### src/rtl/lkv_pkg.sv
// ----------------------------------------------------------------------------
// LRU key/value cache package
// Shared sizes, codes, controller states and command/status structures.
// ----------------------------------------------------------------------------
package lkv_pkg;

    localparam int ENTRIES = 16;
    localparam int IDX_W   = (ENTRIES > 1) ? $clog2(ENTRIES) : 1;
    localparam int RANK_W  = IDX_W;
    localparam int CNT_W   = $clog2(ENTRIES + 1);
    localparam int CAP_W   = 5;
    localparam int DATA_W  = 32;
    localparam int CMP_W   = (CNT_W > CAP_W) ? CNT_W : CAP_W;

    localparam logic [CAP_W-1:0]         CAP_RESET  = CAP_W'(16);
    localparam logic signed [DATA_W-1:0] MISS_VALUE = -32'sd1;
    localparam logic signed [DATA_W-1:0] PUT_VALUE  = 32'sd0;

    localparam logic CMD_GET = 1'b0;
    localparam logic CMD_PUT = 1'b1;

    typedef enum logic [1:0] {
        ST_IDLE,
        ST_SCAN,
        ST_FETCH,
        ST_COMMIT
    } lkv_state_t;

    typedef struct packed {
        logic start;
        logic scan;
        logic fetch;
        logic commit;
    } lkv_cmd_t;

    typedef struct packed {
        logic scan_done;
        logic out_free;
    } lkv_status_t;

endpackage

### src/rtl/lkv_req_if.sv
// ----------------------------------------------------------------------------
// Request channel
// Carries one get or put command per beat.
// ----------------------------------------------------------------------------
interface lkv_req_if;
    logic                                 valid;
    logic                                 ready;
    logic                                 command;
    logic signed [lkv_pkg::DATA_W-1:0]    key;
    logic signed [lkv_pkg::DATA_W-1:0]    value;

    modport source (output valid, output command, output key, output value, input ready);
    modport sink   (input valid, input command, input key, input value, output ready);
endinterface

### src/rtl/lkv_rsp_if.sv
// ----------------------------------------------------------------------------
// Response channel
// Carries one result per beat.
// ----------------------------------------------------------------------------
interface lkv_rsp_if;
    logic                                 valid;
    logic                                 ready;
    logic                                 found;
    logic signed [lkv_pkg::DATA_W-1:0]    read_value;

    modport source (output valid, output found, output read_value, input ready);
    modport sink   (input valid, input found, input read_value, output ready);
endinterface

### src/rtl/lkv_cfg_if.sv
// ----------------------------------------------------------------------------
// Configuration write channel
// Carries the capacity register write data, one write per beat.
// ----------------------------------------------------------------------------
interface lkv_cfg_if;
    logic                           valid;
    logic                           ready;
    logic [lkv_pkg::CAP_W-1:0]      data;

    modport source (output valid, output data, input ready);
    modport sink   (input valid, input data, output ready);
endinterface

### src/rtl/lkv_ctrl.sv
// ----------------------------------------------------------------------------
// LRU key/value cache controller
// Sequences accept, key scan, value fetch and commit for one request.
// ----------------------------------------------------------------------------
module lkv_ctrl (
    input  logic                 clk,
    input  logic                 rst_n,
    input  logic                 in_valid,
    output logic                 in_ready,
    input  lkv_pkg::lkv_status_t status,
    output lkv_pkg::lkv_cmd_t    cmd
);

    lkv_pkg::lkv_state_t state_reg;
    lkv_pkg::lkv_state_t state_next;

    always_ff @(posedge clk or negedge rst_n)
    begin
        if (!rst_n)
        begin
            state_reg <= lkv_pkg::ST_IDLE;
        end
        else
        begin
            state_reg <= state_next;
        end
    end

    always_comb
    begin
        state_next = state_reg;
        unique case (state_reg)
            lkv_pkg::ST_IDLE:
            begin
                if (in_valid)
                begin
                    state_next = lkv_pkg::ST_SCAN;
                end
            end
            lkv_pkg::ST_SCAN:
            begin
                if (status.scan_done)
                begin
                    state_next = lkv_pkg::ST_FETCH;
                end
            end
            lkv_pkg::ST_FETCH:
            begin
                state_next = lkv_pkg::ST_COMMIT;
            end
            lkv_pkg::ST_COMMIT:
            begin
                if (status.out_free)
                begin
                    state_next = lkv_pkg::ST_IDLE;
                end
            end
            default:
            begin
                state_next = lkv_pkg::ST_IDLE;
            end
        endcase
    end

    always_comb
    begin
        cmd      = '0;
        in_ready = 1'b0;
        unique case (state_reg)
            lkv_pkg::ST_IDLE:
            begin
                in_ready  = 1'b1;
                cmd.start = in_valid;
            end
            lkv_pkg::ST_SCAN:
            begin
                cmd.scan = 1'b1;
            end
            lkv_pkg::ST_FETCH:
            begin
                cmd.fetch = 1'b1;
            end
            lkv_pkg::ST_COMMIT:
            begin
                cmd.commit = status.out_free;
            end
            default:
            begin
                cmd = '0;
            end
        endcase
    end

endmodule

### src/rtl/lkv_datapath.sv
// ----------------------------------------------------------------------------
// LRU key/value cache datapath
// Key and value memories, valid bits, recency ranks, scan trackers,
// capacity register and the result register.
// ----------------------------------------------------------------------------
module lkv_datapath (
    input  logic                              clk,
    input  logic                              rst_n,
    input  lkv_pkg::lkv_cmd_t                 cmd,
    output lkv_pkg::lkv_status_t              status,
    input  logic                              in_command,
    input  logic signed [lkv_pkg::DATA_W-1:0] in_key,
    input  logic signed [lkv_pkg::DATA_W-1:0] in_value,
    input  logic                              cfg_valid,
    input  logic [lkv_pkg::CAP_W-1:0]         cfg_data,
    input  logic                              out_ready,
    output logic                              out_valid,
    output logic                              out_found,
    output logic signed [lkv_pkg::DATA_W-1:0] out_read_value
);

    localparam int ENTRIES = lkv_pkg::ENTRIES;
    localparam int IDX_W   = lkv_pkg::IDX_W;
    localparam int RANK_W  = lkv_pkg::RANK_W;
    localparam int CNT_W   = lkv_pkg::CNT_W;
    localparam int CMP_W   = lkv_pkg::CMP_W;
    localparam int DATA_W  = lkv_pkg::DATA_W;

    logic [DATA_W-1:0] key_mem [ENTRIES];
    logic [DATA_W-1:0] val_mem [ENTRIES];

    logic [ENTRIES-1:0]      valid_reg;
    logic [ENTRIES-1:0]      valid_next;
    logic [RANK_W-1:0]       rank_reg  [ENTRIES];
    logic [RANK_W-1:0]       rank_next [ENTRIES];
    logic [CNT_W-1:0]        occ_reg;
    logic [CNT_W-1:0]        occ_next;
    logic [lkv_pkg::CAP_W-1:0] cap_reg;

    logic                    in_command_reg;
    logic [DATA_W-1:0]       in_key_reg;
    logic [DATA_W-1:0]       in_value_reg;

    logic [CNT_W-1:0]        scan_idx_reg;
    logic                    cmp_vld_reg;
    logic [IDX_W-1:0]        cmp_idx_reg;
    logic [DATA_W-1:0]       key_rd_reg;
    logic [DATA_W-1:0]       val_rd_reg;

    logic                    hit_reg;
    logic [IDX_W-1:0]        hit_idx_reg;
    logic [RANK_W-1:0]       hit_rank_reg;
    logic                    any_reg;
    logic [IDX_W-1:0]        lru_idx_reg;
    logic [RANK_W-1:0]       worst_reg;
    logic                    free_found_reg;
    logic [IDX_W-1:0]        free_idx_reg;

    logic                    out_valid_reg;
    logic                    out_found_reg;
    logic [DATA_W-1:0]       out_value_reg;

    logic                    scan_issue;
    logic                    cur_valid;
    logic [RANK_W-1:0]       cur_rank;
    logic                    is_put;
    logic                    put_miss;
    logic                    full;
    logic                    evict;
    logic                    use_lru;
    logic                    store;
    logic [IDX_W-1:0]        slot;
    logic                    key_we;
    logic                    val_we;
    logic [IDX_W-1:0]        val_waddr;
    logic                    keep;

    assign scan_issue = (scan_idx_reg < CNT_W'(ENTRIES));
    assign cur_valid  = valid_reg[cmp_idx_reg];
    assign cur_rank   = rank_reg[cmp_idx_reg];

    assign status.scan_done = cmp_vld_reg && (cmp_idx_reg == IDX_W'(ENTRIES - 1));
    assign status.out_free  = !out_valid_reg || out_ready;

    assign is_put   = (in_command_reg == lkv_pkg::CMD_PUT);
    assign put_miss = is_put && !hit_reg;
    assign full     = (cap_reg == '0) ? (occ_reg != '0)
                    : ((CMP_W'(occ_reg) >= CMP_W'(cap_reg)) || (occ_reg == CNT_W'(ENTRIES)));
    assign evict    = put_miss && full && any_reg;
    assign use_lru  = evict && (!free_found_reg || (lru_idx_reg < free_idx_reg));
    assign store    = put_miss && (evict || free_found_reg);
    assign slot     = use_lru ? lru_idx_reg : free_idx_reg;

    assign key_we    = cmd.commit && store;
    assign val_we    = cmd.commit && is_put && (hit_reg || store);
    assign val_waddr = hit_reg ? hit_idx_reg : slot;

    always_ff @(posedge clk)
    begin
        if (key_we)
        begin
            key_mem[slot] <= in_key_reg;
        end
        if (cmd.scan && scan_issue)
        begin
            key_rd_reg <= key_mem[scan_idx_reg[IDX_W-1:0]];
        end
    end

    always_ff @(posedge clk)
    begin
        if (val_we)
        begin
            val_mem[val_waddr] <= in_value_reg;
        end
        if (cmd.fetch)
        begin
            val_rd_reg <= val_mem[hit_idx_reg];
        end
    end

    always_ff @(posedge clk or negedge rst_n)
    begin
        if (!rst_n)
        begin
            scan_idx_reg <= '0;
            cmp_vld_reg  <= 1'b0;
        end
        else if (cmd.start)
        begin
            scan_idx_reg <= '0;
            cmp_vld_reg  <= 1'b0;
        end
        else if (cmd.scan)
        begin
            cmp_vld_reg <= scan_issue;
            if (scan_issue)
            begin
                scan_idx_reg <= scan_idx_reg + CNT_W'(1);
            end
        end
        else
        begin
            cmp_vld_reg <= 1'b0;
        end
    end

    always_ff @(posedge clk)
    begin
        if (cmd.scan && scan_issue)
        begin
            cmp_idx_reg <= scan_idx_reg[IDX_W-1:0];
        end
        if (cmd.start)
        begin
            in_command_reg <= in_command;
            in_key_reg     <= DATA_W'(in_key);
            in_value_reg   <= DATA_W'(in_value);
            hit_reg        <= 1'b0;
            any_reg        <= 1'b0;
            free_found_reg <= 1'b0;
        end
        else if (cmp_vld_reg)
        begin
            if (cur_valid && (key_rd_reg == in_key_reg) && !hit_reg)
            begin
                hit_reg      <= 1'b1;
                hit_idx_reg  <= cmp_idx_reg;
                hit_rank_reg <= cur_rank;
            end
            if (cur_valid && (!any_reg || (cur_rank > worst_reg)))
            begin
                any_reg     <= 1'b1;
                worst_reg   <= cur_rank;
                lru_idx_reg <= cmp_idx_reg;
            end
            if (!cur_valid && !free_found_reg)
            begin
                free_found_reg <= 1'b1;
                free_idx_reg   <= cmp_idx_reg;
            end
        end
    end

    always_comb
    begin
        keep = 1'b0;
        for (int j = 0; j < ENTRIES; j++)
        begin
            valid_next[j] = valid_reg[j];
            rank_next[j]  = rank_reg[j];
            keep          = valid_reg[j] && !(evict && (lru_idx_reg == IDX_W'(j)));
            if (cmd.commit)
            begin
                if (hit_reg)
                begin
                    if (valid_reg[j] && (rank_reg[j] < hit_rank_reg))
                    begin
                        rank_next[j] = rank_reg[j] + RANK_W'(1);
                    end
                    if (hit_idx_reg == IDX_W'(j))
                    begin
                        rank_next[j] = '0;
                    end
                end
                else if (put_miss)
                begin
                    valid_next[j] = keep;
                    if (keep)
                    begin
                        rank_next[j] = rank_reg[j] + RANK_W'(1);
                    end
                    if (store && (slot == IDX_W'(j)))
                    begin
                        valid_next[j] = 1'b1;
                        rank_next[j]  = '0;
                    end
                end
            end
        end
    end

    always_comb
    begin
        occ_next = occ_reg;
        if (cmd.commit)
        begin
            occ_next = occ_reg - CNT_W'(evict) + CNT_W'(store);
        end
    end

    always_ff @(posedge clk or negedge rst_n)
    begin
        if (!rst_n)
        begin
            valid_reg <= '0;
            occ_reg   <= '0;
            for (int j = 0; j < ENTRIES; j++)
            begin
                rank_reg[j] <= '0;
            end
        end
        else
        begin
            valid_reg <= valid_next;
            occ_reg   <= occ_next;
            for (int j = 0; j < ENTRIES; j++)
            begin
                rank_reg[j] <= rank_next[j];
            end
        end
    end

    always_ff @(posedge clk or negedge rst_n)
    begin
        if (!rst_n)
        begin
            cap_reg <= lkv_pkg::CAP_RESET;
        end
        else if (cfg_valid)
        begin
            cap_reg <= cfg_data;
        end
    end

    always_ff @(posedge clk or negedge rst_n)
    begin
        if (!rst_n)
        begin
            out_valid_reg <= 1'b0;
        end
        else if (cmd.commit)
        begin
            out_valid_reg <= 1'b1;
        end
        else if (out_ready)
        begin
            out_valid_reg <= 1'b0;
        end
    end

    always_ff @(posedge clk)
    begin
        if (cmd.commit)
        begin
            out_found_reg <= hit_reg;
            if (is_put)
            begin
                out_value_reg <= lkv_pkg::PUT_VALUE;
            end
            else if (hit_reg)
            begin
                out_value_reg <= val_rd_reg;
            end
            else
            begin
                out_value_reg <= lkv_pkg::MISS_VALUE;
            end
        end
    end

    assign out_valid      = out_valid_reg;
    assign out_found      = out_found_reg;
    assign out_read_value = $signed(out_value_reg);

`ifndef NO_ASSERTIONS
    a_occ_bound: assert property (@(posedge clk) disable iff (!rst_n)
        occ_reg <= CNT_W'(ENTRIES))
        else $error("Occupancy exceeds the number of entries.");

    a_occ_matches_valid: assert property (@(posedge clk) disable iff (!rst_n)
        $countones(valid_reg) == int'(occ_reg))
        else $error("Occupancy disagrees with the valid bits.");

    a_scan_bound: assert property (@(posedge clk) disable iff (!rst_n)
        scan_idx_reg <= CNT_W'(ENTRIES))
        else $error("Scan index ran past the last entry.");

    a_commit_loads_result: assert property (@(posedge clk) disable iff (!rst_n)
        cmd.commit |=> out_valid_reg)
        else $error("Commit did not load the result register.");
`endif

endmodule

### src/rtl/lru_key_value_cache_top.sv
// ----------------------------------------------------------------------------
// LRU key/value cache top level
// Fully associative key/value store with least-recently-used replacement.
//
// Channel   Modport  Payload                  Beat meaning
// req       sink     command, key, value      one get or put
// rsp       source   found, read_value        one result per request
// cfg       sink     data                     capacity in use write
//
// Each request runs from accept to the next accept through a key scan
// through the single key memory read port, one entry per cycle,
// then a value fetch and a commit.
// The result register lets a new request be accepted while a result waits;
// a stalled response holds the next commit until the register frees.
// Reset clears all valid bits, ranks and occupancy at once, with no sweep.
// ----------------------------------------------------------------------------
module lru_key_value_cache_top (
    input  logic       clk,
    input  logic       rst_n,
    lkv_cfg_if.sink    cfg,
    lkv_req_if.sink    req,
    lkv_rsp_if.source  rsp
);

    lkv_pkg::lkv_cmd_t    cmd;
    lkv_pkg::lkv_status_t status;

    assign cfg.ready = 1'b1;

    lkv_ctrl u_ctrl (
        .clk      (clk),
        .rst_n    (rst_n),
        .in_valid (req.valid),
        .in_ready (req.ready),
        .status   (status),
        .cmd      (cmd)
    );

    lkv_datapath u_datapath (
        .clk            (clk),
        .rst_n          (rst_n),
        .cmd            (cmd),
        .status         (status),
        .in_command     (req.command),
        .in_key         (req.key),
        .in_value       (req.value),
        .cfg_valid      (cfg.valid),
        .cfg_data       (cfg.data),
        .out_ready      (rsp.ready),
        .out_valid      (rsp.valid),
        .out_found      (rsp.found),
        .out_read_value (rsp.read_value)
    );

endmodule

### src/flat_wrapper.sv
// flat-port wrapper written by rule: the top's interface ports become plain ports
module lru_key_value_cache_top_flat 
  (clk, rst_n, cfg_valid, cfg_data, cfg_ready, req_valid, req_command, req_key, req_value, req_ready, rsp_valid, rsp_found, rsp_read_value, rsp_ready);
  lkv_cfg_if cfg_i ();
  lkv_req_if req_i ();
  lkv_rsp_if rsp_i ();
  input  logic clk;
  input  logic rst_n;
  input wire logic [$bits(cfg_i.valid)-1:0] cfg_valid;
  input wire logic [$bits(cfg_i.data)-1:0] cfg_data;
  output wire logic [$bits(cfg_i.ready)-1:0] cfg_ready;
  input wire logic [$bits(req_i.valid)-1:0] req_valid;
  input wire logic [$bits(req_i.command)-1:0] req_command;
  input wire logic [$bits(req_i.key)-1:0] req_key;
  input wire logic [$bits(req_i.value)-1:0] req_value;
  output wire logic [$bits(req_i.ready)-1:0] req_ready;
  output wire logic [$bits(rsp_i.valid)-1:0] rsp_valid;
  output wire logic [$bits(rsp_i.found)-1:0] rsp_found;
  output wire logic [$bits(rsp_i.read_value)-1:0] rsp_read_value;
  input wire logic [$bits(rsp_i.ready)-1:0] rsp_ready;
  assign cfg_i.valid = cfg_valid;
  assign cfg_i.data = cfg_data;
  assign cfg_ready = cfg_i.ready;
  assign req_i.valid = req_valid;
  assign req_i.command = req_command;
  assign req_i.key = req_key;
  assign req_i.value = req_value;
  assign req_ready = req_i.ready;
  assign rsp_valid = rsp_i.valid;
  assign rsp_found = rsp_i.found;
  assign rsp_read_value = rsp_i.read_value;
  assign rsp_i.ready = rsp_ready;
  lru_key_value_cache_top u_core (.clk(clk), .rst_n(rst_n), .cfg(cfg_i), .req(req_i), .rsp(rsp_i));
endmodule
### config.mk
export PLATFORM = sky130hd
export DESIGN_NAME = lru_key_value_cache_top_flat
export DESIGN_NICKNAME = d
export VERILOG_FILES = /design/src/rtl/lkv_pkg.sv /design/src/rtl/lkv_req_if.sv /design/src/rtl/lkv_rsp_if.sv /design/src/rtl/lkv_cfg_if.sv /design/src/rtl/lkv_ctrl.sv /design/src/rtl/lkv_datapath.sv /design/src/rtl/lru_key_value_cache_top.sv /design/src/flat_wrapper.sv
export SDC_FILE = /design/constraint.sdc
export NUM_CORES = 1
export LEC_CHECK = 0
export ABC_AREA = 1
export BUFFER_PORTS_ARGS = -buffer_cell sky130_fd_sc_hd__clkbuf_2
export CORE_ASPECT_RATIO = 1.1
export CORE_MARGIN = 2
export CORE_UTILIZATION = 39
export DETAILED_ROUTE_END_ITERATION = 7
export SYNTH_ARGS = -nofsm -noshare
export SYNTH_HDL_FRONTEND = slang
export SYNTH_SLANG_ARGS = --single-unit
### constraint.sdc
create_clock -name clk -period 5.3 [get_ports clk]
set_input_delay 0.53 -clock clk [delete_from_list [all_inputs] [get_ports clk]]
set_output_delay 0.53 -clock clk [all_outputs]
set_load 0.1 [all_outputs]
## Word-level counts from Yosys, hierarchy flattened

Memory sizes are Yosys's and may differ from the RTL's. A register that Yosys moved wholly into a read port is not among the register bits.
Index checks and enable logic that the tools add are counted.

- Memory bits (writable): 1024
- Input port bits: 75
- Word-level logic and storage cells: 450
- Memories kept: 2
- Output and inout bits: 36
- Register bits: 224

- Magnitude comparators: 22
- Bitwise logic cells: 3
- $add $sub $neg: 19
- Muxes and demuxes: 141
- Eq/ne operators: 70
- Reductions and logical operators: 156

Memories:

| name | words | width | rd ports | clocked after Yosys merged registers in | wr ports | line | source |
|---|---|---|---|---|---|---|---|
| u_core.u_datapath.key_mem | 16 | 32 | 1 | 1 | 1 | lkv_datapath.sv:29 | `logic [DATA_W-1:0] key_mem [ENTRIES];` |
| u_core.u_datapath.val_mem | 16 | 32 | 1 | 1 | 1 | lkv_datapath.sv:30 | `logic [DATA_W-1:0] val_mem [ENTRIES];` |

Operator list:

| cell | number |
|---|---|
| two-way mux 4 bit | 100 |
| == test 4 bit (second input constant) | 25 |
| logical AND 1 bit | 78 |
| < comparator 4 bit | 17 |
| adder 4 x 1 -> 4 bit (second input constant) | 16 |
| AND reduction 4 bit | 16 |
| == test 4 x 3 -> 1 bit (second input constant) | 12 |
| inequality test 3 x 1 -> 1 bit (second input constant) | 16 |
| nonzero test 3 bit | 16 |
| == test 32 bit | 1 |
| two-way mux 32 bit | 1 |
| two-way mux 1 bit | 31 |
| == test 4 x 2 -> 1 bit (second input constant) | 6 |
| logical NOT 1 bit | 21 |
| binary-select mux 4 bit (select 4 bit) | 1 |
| two-way mux 5 bit | 3 |
| AND reduction 3 bit | 5 |
| == test 4 x 1 -> 1 bit (second input constant) | 3 |
| logical NOT 4 bit | 3 |
| one-hot mux 2 bit (4 select lines) | 1 |
| AND reduction 2 bit | 4 |
| nonzero test 2 bit | 4 |
| logical OR 1 bit | 6 |
| two-way mux 2 bit | 3 |
| other kinds (19) | 22 |

## Logic depth before layout (Yosys ltp)

- Depth after elaboration: 12
- Mapped depth: 22
- Gate-level depth less buffers: 22

## By module

From an unflattened synthesis, not the netlist that was laid out.

- Cell total of the unflattened synthesis: 3958
- Area total of the unflattened synthesis: 53182.3 um^2

Modules (own cells, without submodules):

| module | times used | sequential area each (um^2) | cells each | area an instance (um^2) |
|---|---|---|---|---|
| lkv_datapath | 1 | 38823.5 | 3927 | 52957.0 |
| lkv_ctrl | 1 | 50.0 | 29 | 214.0 |
| lru_key_value_cache_top | 1 | 0.0 | 2 | 11.3 |

## Worst setup path after synthesis

OpenSTA, ideal clock, no wires.

- Path type: register -> register
- From: register u_core.u_datapath.out_valid_reg (netlist: u_core.u_datapath.out_valid)
- To: memory u_core.u_datapath.val_mem[4][0], enable pin
- Setup time: 421 ps
- Data arrival time: 3407 ps
- Period minus slack after synthesis: 3828 ps
- Buffers on the path: 0
- Data required time: 4879 ps
- Path slack: 1472 ps
- Stages on the path, launching flop included: 8
- Cells stage by stage: dfrtp_1 -> nand2_1 -> nand2_1 -> clkinv_1 -> o211ai_1 -> inv_1 -> nand3_1 -> nor2_1

RTL lines:

| what | line | source |
|---|---|---|
| start: declaration | lkv_datapath.sv:59 | `logic out_valid_reg;` |
| start signal: assignment | lkv_datapath.sv:270 | `out_valid_reg <= 1'b0;` |
| start signal: assignment | lkv_datapath.sv:274 | `out_valid_reg <= 1'b1;` |
| start signal: assignment | lkv_datapath.sv:278 | `out_valid_reg <= 1'b0;` |
| end: declaration | lkv_datapath.sv:30 |  |

## Worst setup path in the final report

- From: register u_core.u_datapath.cmp_idx_reg[0]
- To: register u_core.u_datapath.worst_reg[0], enable pin

- Longest elaborated chain between the ends: 8
- Elaborated cells on any way between the ends: 10
- Those cells by class: 1 x order compare; 5 x mux; 1 x bitwise; 3 x reduce/logical

RTL lines:

| what | line | source |
|---|---|---|
| start: declaration | lkv_datapath.sv:46 | `logic [IDX_W-1:0] cmp_idx_reg;` |
| start signal: assignment | lkv_datapath.sv:152 | `cmp_idx_reg <= scan_idx_reg[IDX_W-1:0];` |
| inverter 4 -> 5 bit (implied by the code) | lkv_datapath.sv:80 | `assign cur_rank = rank_reg[cmp_idx_reg];` |
| binary-select mux 4 bit (select 4 bit) | lkv_datapath.sv:80 |  |
| two-way mux 4 bit (implied by the code) (2 in a row) | lkv_datapath.sv:80 |  |
| via u_core.u_datapath.cur_rank[3] | lkv_datapath.sv:65 | `logic [RANK_W-1:0] cur_rank;` |
| greater-than comparator 4 bit | lkv_datapath.sv:171 | `if (cur_valid && (!any_reg \|\| (cur_rank > worst_reg)))` |
| logical OR 1 bit | lkv_datapath.sv:171 |  |
| logical AND 1 bit | lkv_datapath.sv:171 |  |
| AND reduction 3 bit (no line) | n/a |  |
| end signal: assignment | lkv_datapath.sv:174 | `worst_reg <= cur_rank;` |
| end: declaration | lkv_datapath.sv:55 | `logic [RANK_W-1:0] worst_reg;` |

The timed path passes the listed nets, and every way through them passes these cells. The select of a mux whose other input is x is not followed.
A chain may end at the register's enable or synchronous reset.

==> results.md <==
Outcome:
- The flow ran to the end, and the final reports show no timing, DRC or antenna violations.

Clocking:
- The H-tree was split into 4 levels.
- The clock tree buffer depth is 3.
- TritonCTS created 130 clock buffers.
- The number of clock sinks is 1312.
- TritonCTS built the clock tree.
- After clock tree synthesis, the clock-pin slew on the worst setup and hold paths is 0.06 ns.
- CTS placed an instance of sky130_fd_sc_hd__clkbuf_16 at the clock tree root.
- The clock latency on the worst-skew pair is 0.77 ns.

Worst setup path:
- The signal arrival time at the worst endpoint is 4.57 ns.
- Traced cell by cell, the critical path runs through buf_4, inv_1, o21ai_0, o221ai_1, nand3_1, nand3_1, ha_1, nand2_1, o21bai_1, nand2_1, o21ai_0, a21oi_1.
- The number of cells on the worst reg-to-reg path is 12.
- The worst register-to-register path begins at u_core.u_datapath.cmp_idx_reg[0].
- The slowest stage cell on the critical path is sky130_fd_sc_hd__a21oi_1.
- At the worst endpoint, the required time is 5.67 ns.
- The category of the critical setup timing path is flop to flop.
- The worst setup path is captured at a flop.
- In this run the critical register-to-register path is captured at u_core.u_datapath.worst_reg[0].
- The type of origin of the critical path is a flop.
- The setup check on the worst reg-to-reg path leaves a slack of 1.10 ns.
- Of all nets on the critical path, the largest fanout is 43.
- For this run, the slowest stage of the critical path takes 0.91 ns.

Floorplan:
- The overall die area is 0.139 sq mm.
- The die is 391 um tall.
- The number of placement rows is 142.
- In this run the count of I/O pins placed on the die edge is 111.
- From left edge to right edge, the die measures 356 um.
- The starting density of the core is 39.1%.
- The core box area is 0.136 sq mm.

Synth:
- After synthesis, flip-flops and latches occupy 73.2% of the total area.
- The per-instance average area after synthesis is 13.3 sq um.
- For this run, the leading register cell type out of synthesis is sky130_fd_sc_hd__edfxtp_1.
- Counting every net in the synthesized netlist gives 4172.
- The count of flip-flops with a built-in enable after synthesis is 1210.
- The area share of the leading cell type in the synthesized netlist is 68.4%.
- After synthesis the cells add up to 0.0531 sq mm.
- The register bit count reported by yosys is 1312.
- The proportion of register bits with asynchronous set or reset after synthesis is 7.55%.
- The number of different library cells used by synthesis comes to 51.
- The most area-hungry cell type in the Yosys netlist is sky130_fd_sc_hd__edfxtp_1.
- The gate count of the mapped netlist is 4009.
- Sorting the synthesized cells by area gives the leading types as sky130_fd_sc_hd__edfxtp_1 68%, sky130_fd_sc_hd__dfrtp_1 4.6%, sky130_fd_sc_hd__a22oi_1 3.6%.
- Yosys printed 0 warnings.

STA:
- The final setup skew is 0.0286 ns.
- The number of slew-limit violations in the final report came to 0.
- Once routing completed, OpenROAD measured the worst setup slack at 1.10 ns.
- At the pin with the least slew margin, the transition time is 1.34 ns.
- The ratio of final minimum period to clock period is 79.2%.
- The final number of hold-violating endpoints is 0.
- The tightest slew margin relative to the limit is 10.5%.
- The total negative slack is 0 ns.
- The number of setup violations in the final report is 0.
- For this run, the top clock speed supported by timing is 238 MHz.
- The routed design could run at a clock period as short as 4.20 ns.
- Setup repair after global routing left no endpoint under its margin.

Global routing:
- The number of antenna violations at the first check in global routing is 1.
- The number of global-route vias before repair is 32800.
- The global-route usage over all layers is 20.7%.
- Entering global routing, the biggest net connects 199 pins.
- The global route total overflow is 0.
- The first global-routing pass estimated 216000 um of wire.

Routing:
- Once detail routing completed, the nets flagged for antenna violations numbered 0.
- The routed design uses 72900 um of met2 wire.
- The wire length per cell is 24.0 um.
- The violation count after the first detailed-routing iteration is 3465.
- The detailed-route vias per instance is 5.57.
- The detailed router placed 33800 vias in this run.
- The total wire length after detailed routing is 146000 um.
- For this block, wires on met1 add up to 59400 um.
- The total iterations of the first detailed-routing run is 5.
- The routed design uses 8770 um of met3 wire.
- The highest signal layer in the routed design is met4.
- The number of design rule violations left after detail routing is 0.

Worst hold path:
- The startpoint of the most critical hold path is req_value[3].
- The cell depth of the worst min-delay path is 1.
- For hold timing, the worst endpoint is u_core.u_datapath.in_value_reg[3].
- The worst min-delay path category is input port to flop.

Power:
- The design draws 29.4 mW.
- Across the VDD grid, the largest voltage drop is 568 uV.
- In this run the static leakage power is 21.0 nW.
- Power spread over the standard cell area amounts to 483 mW/mm^2.

Finish:
- The final net count is 4334.
- The synthesis-to-finish area growth is 14.5%.
- After routing the design area is 0.0609 sq mm.
- The layout cell share with drive strength beyond 1 is 11.2%.

Placed design:
- Before CTS, the worst setup slack after placement is 1.27 ns.
- The final RePlAce weighted congestion is 0.934.
- The sum of net half-perimeters after detailed placement is 88000 um.
- The placed instance area is 0.0560 sq mm.
- In this run the tool buffered the top-level ports with 109 buffer cells.

Run:
- The max-capacitance violation count is 0.
==> worst max path at each step <==
stage,startpoint,end,slack [ns]
after floorplan,u_core.u_datapath.out_valid,u_core.u_datapath.val_mem[4][0],1.47
after global placement,u_core.u_datapath.cap_reg[4],u_core.u_datapath.val_mem[12][20],1.36
after detailed placement,u_core.u_datapath.cmp_idx_reg[0],u_core.u_datapath.lru_idx_reg[3],1.27
after CTS,u_core.u_datapath.cmp_idx_reg[0],u_core.u_datapath.worst_reg[0],1.24
after global routing,u_core.u_datapath.cmp_idx_reg[0],u_core.u_datapath.worst_reg[0],0.88
final,u_core.u_datapath.cmp_idx_reg[0],u_core.u_datapath.worst_reg[0],1.10
==> worst max-delay path: cells and delay by family, from the launching register on <==
family | cells | cell delay [ns]
AND/OR/NAND/NOR | 4 | 0.39
flip-flops | 1 | 0.32
AO/OA/AOI/OAI | 5 | 1.77
adder cells (fa/ha/maj) | 1 | 0.31
buffers and inverters | 2 | 1.00
==> cells in the mapped netlist, types with 7 or more instances <==
| cell | number |
|---|---|
| sky130_fd_sc_hd__a21oi_1 | 165 |
| sky130_fd_sc_hd__a22oi_1 | 256 |
| sky130_fd_sc_hd__a31oi_1 | 20 |
| sky130_fd_sc_hd__buf_1 | 17 |
| sky130_fd_sc_hd__buf_2 | 12 |
| sky130_fd_sc_hd__clkbuf_1 | 175 |
| sky130_fd_sc_hd__dfrtp_1 | 98 |
| sky130_fd_sc_hd__edfxtp_1 | 1210 |
| sky130_fd_sc_hd__ha_1 | 87 |
| sky130_fd_sc_hd__inv_1 | 138 |
| sky130_fd_sc_hd__inv_2 | 11 |
| sky130_fd_sc_hd__nand2_1 | 490 |
| sky130_fd_sc_hd__nand2_2 | 13 |
| sky130_fd_sc_hd__nand2_4 | 12 |
| sky130_fd_sc_hd__nand3_1 | 112 |
| sky130_fd_sc_hd__nand4_1 | 26 |
| sky130_fd_sc_hd__nor2_1 | 463 |
| sky130_fd_sc_hd__nor2_2 | 11 |
| sky130_fd_sc_hd__nor3_1 | 19 |
| sky130_fd_sc_hd__o211ai_1 | 32 |
| sky130_fd_sc_hd__o21a_1 | 15 |
| sky130_fd_sc_hd__o21ai_0 | 335 |
| sky130_fd_sc_hd__o21bai_1 | 7 |
| sky130_fd_sc_hd__o221ai_1 | 63 |
| sky130_fd_sc_hd__o22ai_1 | 90 |
| sky130_fd_sc_hd__or2_2 | 12 |
| sky130_fd_sc_hd__or4_1 | 32 |
| sky130_fd_sc_hd__xnor2_1 | 12 |
| sky130_fd_sc_hd__xor2_1 | 27 |
==> layout make-up <==
cell class	count	area [sq um]
sequential	1312	38900
fill	12200	74900
tap	1800	2250
clock buffer	167	3440
antenna	1	2.50
inverter	153	586
timing repair buffer	235	1760
multi-input combinational	2339	13200
clock inverter	67	741
==> metrics by stage <==
step,cells,util [%],hold slack [ns]
3_3_place_gp,5772,41.3,0.491
4_1_cts,6072,44.8,0.00232
6_report,6074,44.8,0.0361
3_5_place_dp,5772,41.3,0.509
5_1_grt,6073,44.8,0.00932
2_1_floorplan,4009,-,0.234
==> timing repair <==
| action | 4_1_cts | 5_1_grt |
|---|---|---|
| hold buffers | 66 | 1 |
| gates resized for setup | 0 | 0 |
| hold endpoints to repair | 126 | 1 |
| buffers inserted | 0 | 0 |
==> power by group <==
part | switching (mW) | total [mW] | internal [mW]
Clock | 4.03 | 9.18 | 5.15
Combinational | 4.76 | 6.60 | 1.84
Sequential | 1.07 | 13.6 | 12.6
Total | 9.86 | 29.4 | 19.6
==> cells in the final DEF (no fill, tap or decap), drive strengths merged, types with 20 or more instances in the layout <==
cell,n
edfxtp,1210
nand2,515
nor2,481
o21ai,344
clkbuf,275
a22oi,256
a21oi,168
inv,160
nand3,117
dfrtp,98
o22ai,90
ha,87
dlygate4sd3,67
o221ai,63
buf,60
clkinv,48
o211ai,32
or4,32
xor2,27
nand4,26
a31oi,20
==> cells by family after synthesis <==
group                      after synthesis  share of synthesized area (%)
AOI/OAI and AO/OA                     1002                           11.7
adders and majority gates               88                           2.09
and+or+nand+nor                       1208                           9.79
muxes                                    1                         0.0212
buffers and inverters                  358                           2.56
xor gates and xnor gates                39                          0.643
other                                    1                        0.00706
DFF                                   1312                           73.2
==> metal layers <==
layer / global-route usage (%) / vias up
met1: 26.9 / 17000
met4: 7.63 / 0
li1: - / 15300
met5: 0 / -
met3: 3.22 / 273
met2: 35.1 / 1248
Note: power is estimated with default switching activity, not from simulation.
